==> src/hdl/bpsd_pkg.sv <==
// Constants and types for the BMP pixel stream decoder.
// No dependencies. The top-level decoder imports this package.
`default_nettype none

package bpsd_pkg;

    // Largest width or height that is decoded.
    localparam int unsigned MAX_DIMENSION = 4096;

    // Width of a stored image dimension: it must hold MAX_DIMENSION itself.
    localparam int unsigned DIM_W = $clog2(MAX_DIMENSION + 1);
    // Width of a column or row counter: it holds up to MAX_DIMENSION - 1.
    localparam int unsigned CNT_W = $clog2(MAX_DIMENSION);

    // Fixed field widths at the ports.
    localparam int unsigned BYTE_W  = 8;
    localparam int unsigned COORD_W = 12;
    localparam int unsigned CHAN_W  = 8;

    // Header layout, as byte positions in the file.
    localparam int unsigned HEADER_BYTES = 54;
    localparam logic [5:0]  POS_OFFSET   = 6'd10;
    localparam logic [5:0]  POS_WIDTH    = 6'd18;
    localparam logic [5:0]  POS_HEIGHT   = 6'd22;
    localparam logic [5:0]  POS_DEPTH    = 6'd28;
    localparam logic [5:0]  POS_LAST_HDR = 6'(HEADER_BYTES - 1);

    // Supported pixel depths in bits.
    localparam logic [5:0] DEPTH_16 = 6'd16;
    localparam logic [5:0] DEPTH_24 = 6'd24;
    localparam logic [5:0] DEPTH_32 = 6'd32;

    // Alpha value for formats without an alpha channel.
    localparam logic [7:0] ALPHA_OPAQUE = 8'hFF;

    // One decoded pixel as held in the output register.
    typedef struct packed {
        logic [COORD_W-1:0] column;
        logic [COORD_W-1:0] row;
        logic [CHAN_W-1:0]  red;
        logic [CHAN_W-1:0]  green;
        logic [CHAN_W-1:0]  blue;
        logic [CHAN_W-1:0]  alpha;
        logic               last;
    } pixel_t;

endpackage

`default_nettype wire

==> src/hdl/bmp_pixel_stream_decoder.sv <==
// BMP pixel stream decoder: parses the 54-byte header and turns the pixel bytes
// into RGBA pixels with coordinates. Depends on bpsd_pkg.
`default_nettype none

// How the block is used:
// The input channel moves one byte of a BMP file per transfer (data_byte),
// with start_file marking the first byte of a new file. A start_file byte
// abandons any file in progress and is taken as header byte 0. The output
// channel moves one decoded pixel per transfer: its column, its row counted
// from the top of the image, the four channels and a flag on the final pixel.
// Header bytes, bytes up to the pixel data offset, row padding and all bytes
// after the last pixel produce nothing. Depths other than 16, 24 and 32 bits,
// and sizes of zero or above the maximum, produce no pixels at all.
// A byte is held in the input register and is decoded on its way into the
// output register, so a pixel is offered from the output register once its
// final byte has moved on from the input register.
// The block takes one byte per cycle while the receiver does not stall; a
// pixel therefore leaves at most once per 2, 3 or 4 bytes, the bytes per pixel.
// When the receiver stalls, the pending pixel holds in the output register and
// the input register holds the next byte, after which byte_ready drops.
// Reset empties both registers and leaves the decoder idle until a byte with
// start_file set arrives.
module bmp_pixel_stream_decoder (
    input  wire logic                         clk,
    input  wire logic                         rst_n,

    input  wire logic                         byte_valid,
    output logic                              byte_ready,
    input  wire logic [bpsd_pkg::BYTE_W-1:0]  data_byte,
    input  wire logic                         start_file,

    output logic                              pixel_valid,
    input  wire logic                         pixel_ready,
    output logic [bpsd_pkg::COORD_W-1:0]      pixel_column,
    output logic [bpsd_pkg::COORD_W-1:0]      pixel_row,
    output logic [bpsd_pkg::CHAN_W-1:0]       red,
    output logic [bpsd_pkg::CHAN_W-1:0]       green,
    output logic [bpsd_pkg::CHAN_W-1:0]       blue,
    output logic [bpsd_pkg::CHAN_W-1:0]       alpha,
    output logic                              last_pixel
);
    import bpsd_pkg::*;

    // Input register.
    logic              in_valid_reg;
    logic [BYTE_W-1:0] in_data_reg;
    logic              in_start_reg;

    // Output register.
    logic   out_valid_reg, out_valid_next;
    pixel_t out_pixel_reg, out_pixel_next;

    // Decoder state.
    logic [31:0]      byte_position_reg, byte_position_next;
    logic [DIM_W-1:0] image_width_reg,   image_width_next;
    logic [DIM_W-1:0] image_height_reg,  image_height_next;
    logic [5:0]       bit_depth_reg,     bit_depth_next;
    logic [31:0]      data_offset_reg,   data_offset_next;
    logic [CNT_W-1:0] column_count_reg,  column_count_next;
    logic [CNT_W-1:0] row_count_reg,     row_count_next;
    logic [1:0]       pixel_index_reg,   pixel_index_next;
    logic [23:0]      partial_pixel_reg, partial_pixel_next;
    logic [1:0]       padding_left_reg,  padding_left_next;
    logic             image_done_reg,    image_done_next;
    logic [31:0]      hdr_width_reg,     hdr_width_next;
    logic [31:0]      hdr_height_reg,    hdr_height_next;
    logic [15:0]      hdr_depth_reg,     hdr_depth_next;

    logic advance;
    logic emit;

    // The stored byte moves on when the output register can take a result.
    assign advance    = in_valid_reg && (!out_valid_reg || pixel_ready);
    assign byte_ready = !in_valid_reg || advance;

    always_ff @(posedge clk or negedge rst_n)
    begin
        if (!rst_n)
        begin
            in_valid_reg <= 1'b0;
        end
        else if (byte_ready)
        begin
            in_valid_reg <= byte_valid;
        end
    end

    always_ff @(posedge clk)
    begin
        if (byte_ready && byte_valid)
        begin
            in_data_reg  <= data_byte;
            in_start_reg <= start_file;
        end
    end

    // Decode of the byte in the input register.
    always_comb
    begin
        logic [5:0]       pos_lo;
        logic [1:0]       slot;
        logic [2:0]       nbytes;
        logic [15:0]      word16;
        logic             depth_ok;
        logic             size_ok;
        logic [DIM_W-1:0] col_plus;
        logic [DIM_W-1:0] row_plus;
        logic [DIM_W-1:0] row_flip;
        logic [31:0]      col_wide;
        logic [31:0]      row_wide;
        logic [1:0]       row_bytes_lo;
        logic [CHAN_W-1:0] r_v, g_v, b_v, a_v;

        // A start byte clears the file state before the byte is handled.
        if (in_start_reg)
        begin
            byte_position_next = '0;
            image_width_next   = '0;
            image_height_next  = '0;
            bit_depth_next     = '0;
            data_offset_next   = '0;
            column_count_next  = '0;
            row_count_next     = '0;
            pixel_index_next   = '0;
            partial_pixel_next = '0;
            padding_left_next  = '0;
            image_done_next    = 1'b0;
            hdr_width_next     = '0;
            hdr_height_next    = '0;
            hdr_depth_next     = '0;
        end
        else
        begin
            byte_position_next = byte_position_reg;
            image_width_next   = image_width_reg;
            image_height_next  = image_height_reg;
            bit_depth_next     = bit_depth_reg;
            data_offset_next   = data_offset_reg;
            column_count_next  = column_count_reg;
            row_count_next     = row_count_reg;
            pixel_index_next   = pixel_index_reg;
            partial_pixel_next = partial_pixel_reg;
            padding_left_next  = padding_left_reg;
            image_done_next    = image_done_reg;
            hdr_width_next     = hdr_width_reg;
            hdr_height_next    = hdr_height_reg;
            hdr_depth_next     = hdr_depth_reg;
        end

        pos_lo       = byte_position_next[5:0];
        slot         = 2'b00;
        nbytes       = bit_depth_next[5:3];
        word16       = {in_data_reg, partial_pixel_next[7:0]};
        depth_ok     = 1'b0;
        size_ok      = 1'b0;
        col_plus     = DIM_W'(column_count_next) + DIM_W'(1);
        row_plus     = DIM_W'(row_count_next) + DIM_W'(1);
        row_flip     = image_height_next - row_plus;
        col_wide     = 32'(column_count_next);
        row_wide     = 32'(row_flip);
        row_bytes_lo = 2'(image_width_next[1:0] * nbytes[1:0]);
        r_v          = '0;
        g_v          = '0;
        b_v          = '0;
        a_v          = ALPHA_OPAQUE;
        emit         = 1'b0;

        if (image_done_next)
        begin
            // Idle: the byte is dropped.
        end
        else if (byte_position_next < 32'(HEADER_BYTES))
        begin
            if (pos_lo >= POS_OFFSET && pos_lo <= POS_OFFSET + 6'd3)
            begin
                slot = 2'(pos_lo - POS_OFFSET);
                data_offset_next[8*slot +: 8] = in_data_reg;
            end
            if (pos_lo >= POS_WIDTH && pos_lo <= POS_WIDTH + 6'd3)
            begin
                slot = 2'(pos_lo - POS_WIDTH);
                hdr_width_next[8*slot +: 8] = in_data_reg;
            end
            if (pos_lo >= POS_HEIGHT && pos_lo <= POS_HEIGHT + 6'd3)
            begin
                slot = 2'(pos_lo - POS_HEIGHT);
                hdr_height_next[8*slot +: 8] = in_data_reg;
            end
            if (pos_lo >= POS_DEPTH && pos_lo <= POS_DEPTH + 6'd1)
            begin
                slot = 2'(pos_lo - POS_DEPTH);
                hdr_depth_next[8*slot[0] +: 8] = in_data_reg;
            end
            if (pos_lo == POS_LAST_HDR)
            begin
                depth_ok = hdr_depth_next == 16'(DEPTH_16) ||
                           hdr_depth_next == 16'(DEPTH_24) ||
                           hdr_depth_next == 16'(DEPTH_32);
                size_ok  = hdr_width_next != '0 &&
                           hdr_width_next <= 32'(MAX_DIMENSION) &&
                           hdr_height_next != '0 &&
                           hdr_height_next <= 32'(MAX_DIMENSION);
                if (depth_ok && size_ok)
                begin
                    image_width_next  = hdr_width_next[DIM_W-1:0];
                    image_height_next = hdr_height_next[DIM_W-1:0];
                    bit_depth_next    = hdr_depth_next[5:0];
                end
                else
                begin
                    image_done_next = 1'b1;
                end
            end
            byte_position_next = byte_position_next + 32'd1;
        end
        else if (byte_position_next < data_offset_next)
        begin
            byte_position_next = byte_position_next + 32'd1;
        end
        else if (padding_left_next != 2'd0)
        begin
            padding_left_next = padding_left_next - 2'd1;
        end
        else if (3'(pixel_index_next) + 3'd1 < nbytes)
        begin
            partial_pixel_next[8*pixel_index_next +: 8] = in_data_reg;
            pixel_index_next = pixel_index_next + 2'd1;
        end
        else
        begin
            emit = 1'b1;
            priority if (bit_depth_next == DEPTH_16)
            begin
                b_v = {word16[4:0], 3'b000};
                g_v = {word16[9:5], 3'b000};
                r_v = {word16[14:10], 3'b000};
            end
            else if (bit_depth_next == DEPTH_24)
            begin
                b_v = partial_pixel_next[7:0];
                g_v = partial_pixel_next[15:8];
                r_v = in_data_reg;
            end
            else
            begin
                b_v = partial_pixel_next[7:0];
                g_v = partial_pixel_next[15:8];
                r_v = partial_pixel_next[23:16];
                a_v = in_data_reg;
            end

            pixel_index_next   = '0;
            partial_pixel_next = '0;
            if (col_plus >= image_width_next)
            begin
                column_count_next = '0;
                if (row_plus >= image_height_next)
                begin
                    image_done_next = 1'b1;
                end
                else
                begin
                    row_count_next    = row_count_next + CNT_W'(1);
                    // Rows are padded to a multiple of four bytes.
                    padding_left_next = 2'd0 - row_bytes_lo;
                end
            end
            else
            begin
                column_count_next = column_count_next + CNT_W'(1);
            end
        end

        out_pixel_next.column = col_wide[COORD_W-1:0];
        out_pixel_next.row    = row_wide[COORD_W-1:0];
        out_pixel_next.red    = r_v;
        out_pixel_next.green  = g_v;
        out_pixel_next.blue   = b_v;
        out_pixel_next.alpha  = a_v;
        out_pixel_next.last   = emit && image_done_next;
    end

    always_comb
    begin
        if (advance)
        begin
            out_valid_next = emit;
        end
        else if (pixel_ready)
        begin
            out_valid_next = 1'b0;
        end
        else
        begin
            out_valid_next = out_valid_reg;
        end
    end

    always_ff @(posedge clk or negedge rst_n)
    begin
        if (!rst_n)
        begin
            out_valid_reg     <= 1'b0;
            byte_position_reg <= '0;
            image_width_reg   <= '0;
            image_height_reg  <= '0;
            bit_depth_reg     <= '0;
            data_offset_reg   <= '0;
            column_count_reg  <= '0;
            row_count_reg     <= '0;
            pixel_index_reg   <= '0;
            partial_pixel_reg <= '0;
            padding_left_reg  <= '0;
            image_done_reg    <= 1'b1;
            hdr_width_reg     <= '0;
            hdr_height_reg    <= '0;
            hdr_depth_reg     <= '0;
        end
        else
        begin
            out_valid_reg <= out_valid_next;
            if (advance)
            begin
                byte_position_reg <= byte_position_next;
                image_width_reg   <= image_width_next;
                image_height_reg  <= image_height_next;
                bit_depth_reg     <= bit_depth_next;
                data_offset_reg   <= data_offset_next;
                column_count_reg  <= column_count_next;
                row_count_reg     <= row_count_next;
                pixel_index_reg   <= pixel_index_next;
                partial_pixel_reg <= partial_pixel_next;
                padding_left_reg  <= padding_left_next;
                image_done_reg    <= image_done_next;
                hdr_width_reg     <= hdr_width_next;
                hdr_height_reg    <= hdr_height_next;
                hdr_depth_reg     <= hdr_depth_next;
            end
        end
    end

    always_ff @(posedge clk)
    begin
        if (advance && emit)
        begin
            out_pixel_reg <= out_pixel_next;
        end
    end

    assign pixel_valid  = out_valid_reg;
    assign pixel_column = out_pixel_reg.column;
    assign pixel_row    = out_pixel_reg.row;
    assign red          = out_pixel_reg.red;
    assign green        = out_pixel_reg.green;
    assign blue         = out_pixel_reg.blue;
    assign alpha        = out_pixel_reg.alpha;
    assign last_pixel   = out_pixel_reg.last;

endmodule

`default_nettype wire
==> config.mk <==
export PLATFORM = sky130hd
export DESIGN_NAME = bmp_pixel_stream_decoder
export DESIGN_NICKNAME = d
export VERILOG_FILES = /design/src/hdl/bpsd_pkg.sv /design/src/hdl/bmp_pixel_stream_decoder.sv
export SDC_FILE = /design/constraint.sdc
export NUM_CORES = 1
export LEC_CHECK = 0
export BUFFER_PORTS_ARGS = -buffer_cell sky130_fd_sc_hd__buf_2
export CORE_MARGIN = 1
export CORE_UTILIZATION = 25
export CTS_BUF_LIST = sky130_fd_sc_hd__clkbuf_4
export DETAILED_ROUTE_END_ITERATION = 10
export GPL_TIMING_DRIVEN = 0
export PLACE_DENSITY = 0.44
export SYNTH_ARGS = -nofsm -noshare
export SYNTH_HDL_FRONTEND = slang
export SYNTH_SLANG_ARGS = --single-unit
==> constraint.sdc <==
create_clock -name clk -period 12.69 [get_ports clk]
set_input_delay 1.9035 -clock clk [delete_from_list [all_inputs] [get_ports clk]]
set_output_delay 1.9035 -clock clk [all_outputs]
set_load 0.005 [all_outputs]
==> impl_metrics.json, run 1 <==
{
  "cts_buffers": 92,
  "hpwl_um": 43200,
  "setup_viol": 0,
  "p_int_w": 0.00178,
  "async_flop_share_pct": 77.8,
  "root_buffer": "clkbuf_4",
  "path_max_fanout": 10,
  "synth_common_cells": "dfrtp_1 (230), nand2_1 (222), nor2_1 (117), a21oi_1 (112), clkbuf_1 (81)",
  "gp_congestion": 0.928,
  "first_pass_iters": 5,
  "power.leakage_nw": 8.08,
  "core_um2": 64600,
  "cts_tree": "yes",
  "setup_tns_ps": 0,
  "reg2reg_to": "column_count_reg[1]$_DFFE_PN0P_",
  "worst_pin_slew_ps": 1410,
  "finalCritPeriodShare_pct": 70.0,
  "synth_most_common_cell": "dfrtp_1",
  "synthDistinctLibCells": 80,
  "final_max_slew_viol_count": 0,
  "switching_share_pct": 35.7,
  "fin_nets": 1929,
  "grt.overflow.total": 0,
  "cts-resized-gates": 0,
  "track_usage_pct": 18.1,
  "clock_power_share_pct": 37.5,
  "ff2ff_setup_slack_ps": 3800,
  "die_x_um": 258,
  "use_met3_pct": 3.42,
  "drt_iter0_drc": 1165,
  "synth_top_area_share_pct": 35.2,
  "finalPower_w": 0.00278,
  "grt_pass1_vias": 14279,
  "vias": 14164,
  "grt_pass1_wl_um": 90500,
  "port_buffers": 71,
  "ys_top_cells_by_area": "dfrtp_1 (35%), edfxtp_1 (12%), ha_1 (6.0%), nand2_1 (5.1%), a22o_1 (3.9%)",
  "crit_type": "flop to flop",
  "drt_drc_violations_left": 0,
  "die_h_um": 258,
  "drv_cap": 0,
  "ctsHoldBuffers": 0,
  "min_to": "hdr_width_reg[27]$_DFFE_PN0P_",
  "slew_headroom_pct": 5.51,
  "rr_startpoint": "in_start_reg$_DFFE_PP_",
  "cp_cell_sequence": "buf_2, buf_2, buf_2, buf_2, buf_2, clkbuf_1, clkbuf_1, nor2b_1, ha_1, a21oi_1, a211oi_1, a2111oi_0, o21ai_1, a41oi_1, clkbuf_1, nor2_1, o21ai_0, a22o_1",
  "busiest_layer": "met2",
  "syn_area_um2": 16400,
  "synth_area_per_cell_um2": 9.81,
  "hold_path.class": "flop to flop",
  "synth_nets": 1760,
  "min_period_ps": 8890,
  "insertion_delay_ps": 850,
  "cp-start-kind": "flop",
  "synth.yosys.seq_area_share_pct": 47.4,
  "p_comb_share_pct": 22.4,
  "status": "finished, final reports clean",
  "yosys_most_used_dff": "dfrtp_1",
  "p_per_area_nw_per_um2": 145,
  "drive_above_1_share_pct": 13.9,
  "wire_per_inst_um": 21.8,
  "wirelength_um": 60300,
  "finalClockSkew_ps": 68.9,
  "ys_seq_elements": 297,
  "pwr-share-seq_pct": 40.1,
  "crit_required_ps": 13450,
  "fillers": 6842,
  "fmax_ghz": 0.113,
  "initial_core_util_pct": 25.3,
  "cts.sinks": 297,
  "endpoint_kind": "flop",
  "syn_inst": 1668,
  "use_met2_pct": 29.6,
  "power.switching_w": 0.000992,
  "min_from": "hdr_width_reg[27]$_DFFE_PN0P_",
  "arrival_ps": 9640,
  "syn2layout_area_growth_pct": 17.2,
  "dpl_cell_area_um2": 17900,
  "io_pins": 72,
  "htreeDepth": 3,
  "post_cts_buffers": 0,
  "fin_area_um2": 19200,
  "worstHoldPathCells": 1,
  "ant_nets": 0,
  "slowest_stage": "a41oi_1",
  "rsz0062_at_grt": "false",
  "grtUsageMet1_pct": 23.5,
  "clk_pin_slew_ps": 60,
  "fin_util_pct": 29.7,
  "synth_area_leader_cell": "dfrtp_1",
  "cpPeakStageDelay_ps": 1080,
  "ir_worst_vdd_v": 0.0000474,
  "dieArea_um2": 66500,
  "antenna_found_initial": 2,
  "cp_common_cell": "buf_2",
  "clock_path_buffers": 3,
  "post_drt_via_cell_ratio": 5.11,
  "synth-edff-count": 66,
  "r2r_cells": 18,
  "row_count": 93,
  "yosys_warnings": 0,
  "grt_max_degree": 114,
  "hold_viol": 0
}
[routing by layer]
metal  part of all wire [%]  wire length [um]  vias to the layer above
li1                       -                 -                     6484
met1                     44             26500                     7079
met2                     47             28600                      480
met3                    5.3              3190                      121
met4                    3.3              1990                        0
met5                      0                 0                        -
[cells by family (layout without fill, tap and decap cells)]
kind of cell             count (synthesis)  after routing  share of synthesized area, %
AO/OA/AOI/OAI                          402            402                          17.5
XOR/XNOR                                51             51                          2.73
adder cells (fa/ha/maj)                 79             79                          6.09
buffers and inverters                  152            398                          4.00
flip-flops                             297            297                          47.4
multiplexers                            38             38                          2.33
other                                    0              2                             0
AND/OR/NAND/NOR                        649            649                          19.9
[critical path: cells and delay by family, from the launching register on]
family | cells | cell delay, ps
flip-flops | 1 | 530
buffers and inverters | 8 | 4520
adder cells (fa/ha/maj) | 1 | 380
AO/OA/AOI/OAI | 7 | 2750
AND/OR/NAND/NOR | 2 | 620
[power groups by stage]
| stage | sequential [W] | clock [W] | combinational (W) |
|---|---|---|---|
| after CTS | 0.00111 | 0.00108 | 0.000615 |
| after global placement | 0.00113 | 0 | 0.000598 |
| final | 0.00111 | 0.00104 | 0.000621 |
| after floorplan | 0.00112 | 0 | 0.000344 |
| after global routing | 0.00112 | 0.00113 | 0.000666 |
| after detailed placement | 0.00113 | 0 | 0.000613 |
[how the worst max path moves through the flow]
stage	to	cells after the start	slack, ps	from
2_1_floorplan	column_count_reg[2]$_DFFE_PN0P_	19	5990	in_start_reg$_DFFE_PP_
3_3_place_gp	column_count_reg[7]$_DFFE_PN0P_	19	1390	in_start_reg$_DFFE_PP_
3_5_place_dp	column_count_reg[1]$_DFFE_PN0P_	18	4100	in_start_reg$_DFFE_PP_
4_1_cts	column_count_reg[1]$_DFFE_PN0P_	18	4090	in_start_reg$_DFFE_PP_
5_1_grt	column_count_reg[5]$_DFFE_PN0P_	18	3720	in_start_reg$_DFFE_PP_
6_report	column_count_reg[1]$_DFFE_PN0P_	18	3800	in_start_reg$_DFFE_PP_
[through the flow]
step | instances | setup WS (ps) | hold WS [ps]
after floorplan | 1668 | 5990 | 456
after global placement | 2594 | 1390 | 472
after detailed placement | 2597 | 4100 | 475
after CTS | 2768 | 4090 | 495
after global routing | 2771 | 3720 | 504
final | 2771 | 3800 | 486
[final cells by class]
type                       count  area, um^2  area share, %
timing repair buffer          75         452           2.36
multi-input combinational   1219        7960           41.5
clock inverter                29         205           1.07
clock buffer                 142        1070           5.56
buffer                       106         482           2.51
antenna                        2        5.00         0.0261
tap                          855        1070           5.58
inverter                      46         173          0.900
sequential                   297        7760           40.5
[cell usage in the layout (no fill, tap or decap), drive strengths merged, types with 5 or more instances in the layout]
master / instances
dfrtp: 230
inv: 45
nor3b: 23
nor3: 32
a21o: 9
a211oi: 8
a21oi: 113
and3: 39
a22o: 73
ha: 78
o2bb2ai: 35
o21a: 7
clkbuf: 223
and2: 18
o41ai: 6
clkinv: 24
nand2b: 17
nand3: 42
nor4: 27
nor2b: 54
and4: 5
a31oi: 7
nand4: 23
o31ai: 5
a22oi: 10
a32oi: 22
o21ai: 61
xnor2: 23
xor2: 28
mux2i: 37
or3: 14
edfxtp: 66
buf: 100
nor2: 117
a32o: 8
nand2: 222
No activity file was read; power rests on OpenSTA's default activity.
==> run 2: changes to the inputs <==
Settings changed: ABC_AREA set to 1.
Clock period 12.69 ns to 9.01 ns, I/O delays scaled along.
==> run 2 against run 1 <==
The run now ends with capacitance limit left. Die area increased by 26%. Utilization decreased by 0.78 points. Largest power group is now combinational logic. Total power increased by 140%. Worst hold slack got worse by 87 ps. Design area increased by 24%. Combinational power increased to 5.2 times the previous value. Routed wire length increased by 50%. First-iteration DRC count increased by 87%.
==> impl_metrics.json, run 2 <==
{
  "p_per_area_nw_per_um2": 280,
  "synth-edff-count": 66,
  "row_count": 105,
  "seqCellArea_um2": 7760,
  "hold_viol": 0,
  "grt_max_degree": 104,
  "setup_viol": 0,
  "finalClockSkew_ps": 111,
  "syn_area_um2": 20700,
  "place_inst": 4176,
  "vias": 21667,
  "synth_area_leader_cell": "dfrtp_1",
  "cp_top_family": "buffers and inverters",
  "yosys_most_used_dff": "dfrtp_1",
  "synth_most_common_cell": "nand2_1",
  "place_ws_ps": 1460,
  "yosys.area_share.adder_pct": 4.81,
  "hpwl_um": 67900,
  "fin_cells": 4346,
  "slew_headroom_pct": 0.692,
  "core_um2": 82100,
  "cts_tree": "yes",
  "synthSimpleGateAreaFrac_pct": 29.6,
  "grt_pass1_wl_um": 136000,
  "synth_top_family_by_area": "simple AND/OR/NAND/NOR gates",
  "syn2layout_area_growth_pct": 14.6,
  "post_drt_via_cell_ratio": 4.99,
  "grt_pass1_vias": 21114,
  "power.leakage_nw": 11.3,
  "endpoint_kind": "flop",
  "final_max_slew_viol_count": 0,
  "fin_area_um2": 23700,
  "cp_cell_sequence": "inv_4, buf_2, buf_2, buf_2, buf_2, buf_1, buf_1, nand2_1, ha_1, nand3_1, nor3_1, nand2_1, a21o_1, nand2_1, nand2_1, nor2_2, nand2_1, buf_1, nor2_4, buf_16, buf_12",
  "track_usage_pct": 21.4,
  "first_pass_iters": 7,
  "fin_ws_ps": 1410,
  "insertion_delay_ps": 910,
  "synth_area_per_cell_um2": 6.84,
  "ant_nets": 0,
  "fillers": 9106,
  "synth_top_area_share_pct": 27.8,
  "initial_core_util_pct": 25.2,
  "syn_inst": 3031,
  "gp_congestion": 0.942,
  "synth.area.mux_share_pct": 0,
  "antenna_found_initial": 4,
  "cp_num_buf_inv": 10,
  "port_buffers": 71,
  "grt.overflow.total": 0,
  "io_pins": 72,
  "post_cts_buffers": 0,
  "violations": "capacitance limit",
  "dieArea_um2": 84000,
  "synth_common_cells": "nand2_1 (791), inv_1 (341), nor2_1 (339), o21ai_0 (303), dfrtp_1 (230)",
  "hold_path.class": "primary input to async pin",
  "path_max_fanout": 29,
  "ctsHoldBuffers": 0,
  "fin_util_pct": 28.9,
  "drive_above_1_share_pct": 9.96,
  "root_buffer": "clkbuf_4",
  "crit_required_ps": 9540,
  "finalCritPeriodShare_pct": 84.4,
  "slowest_stage": "buf_1",
  "cts_buffers": 93,
  "ir_worst_vdd_v": 0.000123,
  "cts-resized-gates": 0,
  "multi_input_comb_area_um2": 10900,
  "fmax_ghz": 0.132,
  "wire_per_inst_um": 20.9,
  "cp-start-kind": "flop",
  "cpPeakStageDelay_ps": 700,
  "final_common_cell": "nand2_1",
  "die_x_um": 290,
  "worst_pin_slew_ps": 1480,
  "dpl_cell_area_um2": 22500,
  "crit_type": "flop to flop",
  "status": "complete, but fails checks",
  "synth_nets": 3123,
  "htreeDepth": 3,
  "clk_pin_slew_ps": 80,
  "cp_common_cell": "nand2_1",
  "drt_iter0_drc": 2181,
  "final_cell_mix": "nand2_1 (791), inv_1 (341), nor2_1 (338)",
  "rsz0062_at_grt": "false",
  "synthDistinctLibCells": 51,
  "finalPower_w": 0.00664,
  "fin_nets": 3293,
  "drv_cap": 1,
  "drt_drc_violations_left": 0,
  "async_flop_share_pct": 77.8,
  "wirelength_um": 90700,
  "cts.sinks": 297,
  "die_h_um": 290,
  "arrival_ps": 8130,
  "clock_path_buffers": 3,
  "synth.yosys.seq_area_share_pct": 37.5,
  "synth_xor_xnor_area_share_pct": 2.07,
  "ys_top_cells_by_area": "dfrtp_1 (28%), nand2_1 (14%), edfxtp_1 (9.6%), o21ai_0 (7.3%), inv_1 (6.2%)",
  "synth_compound_area_share_pct": 16.2,
  "ys_seq_elements": 297,
  "yosys_warnings": 0,
  "min_period_ps": 7600
}
==> run 2: changes by cell type in the layout (fill, tap and decap cells not counted), sizes merged, moves of 71 or more <==
cell   delta
nand3   +156
o21ai   +255
nor2    +239
a22o     -71
a21oi    +85
nand2   +580
inv     +310
==> run 2: kinds of logic after synthesis <==
group                    count (synthesis)
adder cells (fa/ha/maj)                 79
flip-flops                             297
buffers and inverters                  514
AO/OA/AOI/OAI                          624
AND/OR/NAND/NOR                       1468
XOR/XNOR                                49
==> run 2: where the power goes <==
group          internal (W)  switching, W  leakage (nW)  total, W
combinational      0.000829       0.00243          7.00   0.00326
clock              0.000751      0.000702         0.724   0.00145
sequential          0.00175      0.000175          3.62   0.00192
==> run 2: layout make-up <==
class / count / share of cell area (%)
multi-input combinational: 2220 / 46.0
sequential: 297 / 32.7
inverter: 356 / 5.64
tap: 1070 / 5.64
clock buffer: 144 / 4.55
buffer: 158 / 2.96
timing repair buffer: 75 / 1.97
clock inverter: 22 / 0.506
antenna: 4 / 0.0422
==> run 2: metal layers <==
layer	global-route usage [%]	share of wire [%]	up-vias
li1	-	-	10376
met1	27.9	44	10244
met2	34.3	45	828
met3	3.94	7.4	213
met4	9.74	4.1	6
met5	0	0.037	-
==> run 2: worst reg2reg max path, stage by stage, from the launching register on <==
cell      delay [ps]
edfxtp_1         600
inv_4            230
buf_2            400
buf_2            440
buf_2            390
buf_2            370
buf_1            690
buf_1            700
nand2_1          230
ha_1             360
nand3_1           90
nor3_1           330
nand2_1          100
a21o_1           180
nand2_1          160
nand2_1          250
nor2_2           290
nand2_1          160
buf_1            340
nor2_4           490
buf_16           220
buf_12           210
==> run 2: path summary, 6_finish.rpt <==
| check | cells after the start | to | start | slack (ps) |
|---|---|---|---|---|
| max | 21 | pixel_row[3]$_DFFE_PP_ | in_start_reg$_DFFE_PP_ | 1410 |
| min | 1 | row_count_reg[1]$_DFFE_PN0P_ | rst_n | 400 |
| max reg2reg | 21 | pixel_row[3]$_DFFE_PP_ | in_start_reg$_DFFE_PP_ | 1410 |
| min reg2reg | 2 | data_offset_reg[14]$_DFFE_PN0P_ | data_offset_reg[14]$_DFFE_PN0P_ | 480 |
| max in group asynchronous | 3 | partial_pixel_reg[16]$_DFFE_PN0P_ | rst_n | 7220 |
| min in group clk | 2 | data_offset_reg[14]$_DFFE_PN0P_ | data_offset_reg[14]$_DFFE_PN0P_ | 480 |
==> run 2: metrics by stage <==
step | hold WS [ps] | TNS (ps)
after CTS | 308 | 0
after detailed placement | 465 | 0
after global placement | 463 | -107210
final | 399 | 0
after floorplan | 449 | 0
after global routing | 387 | 0
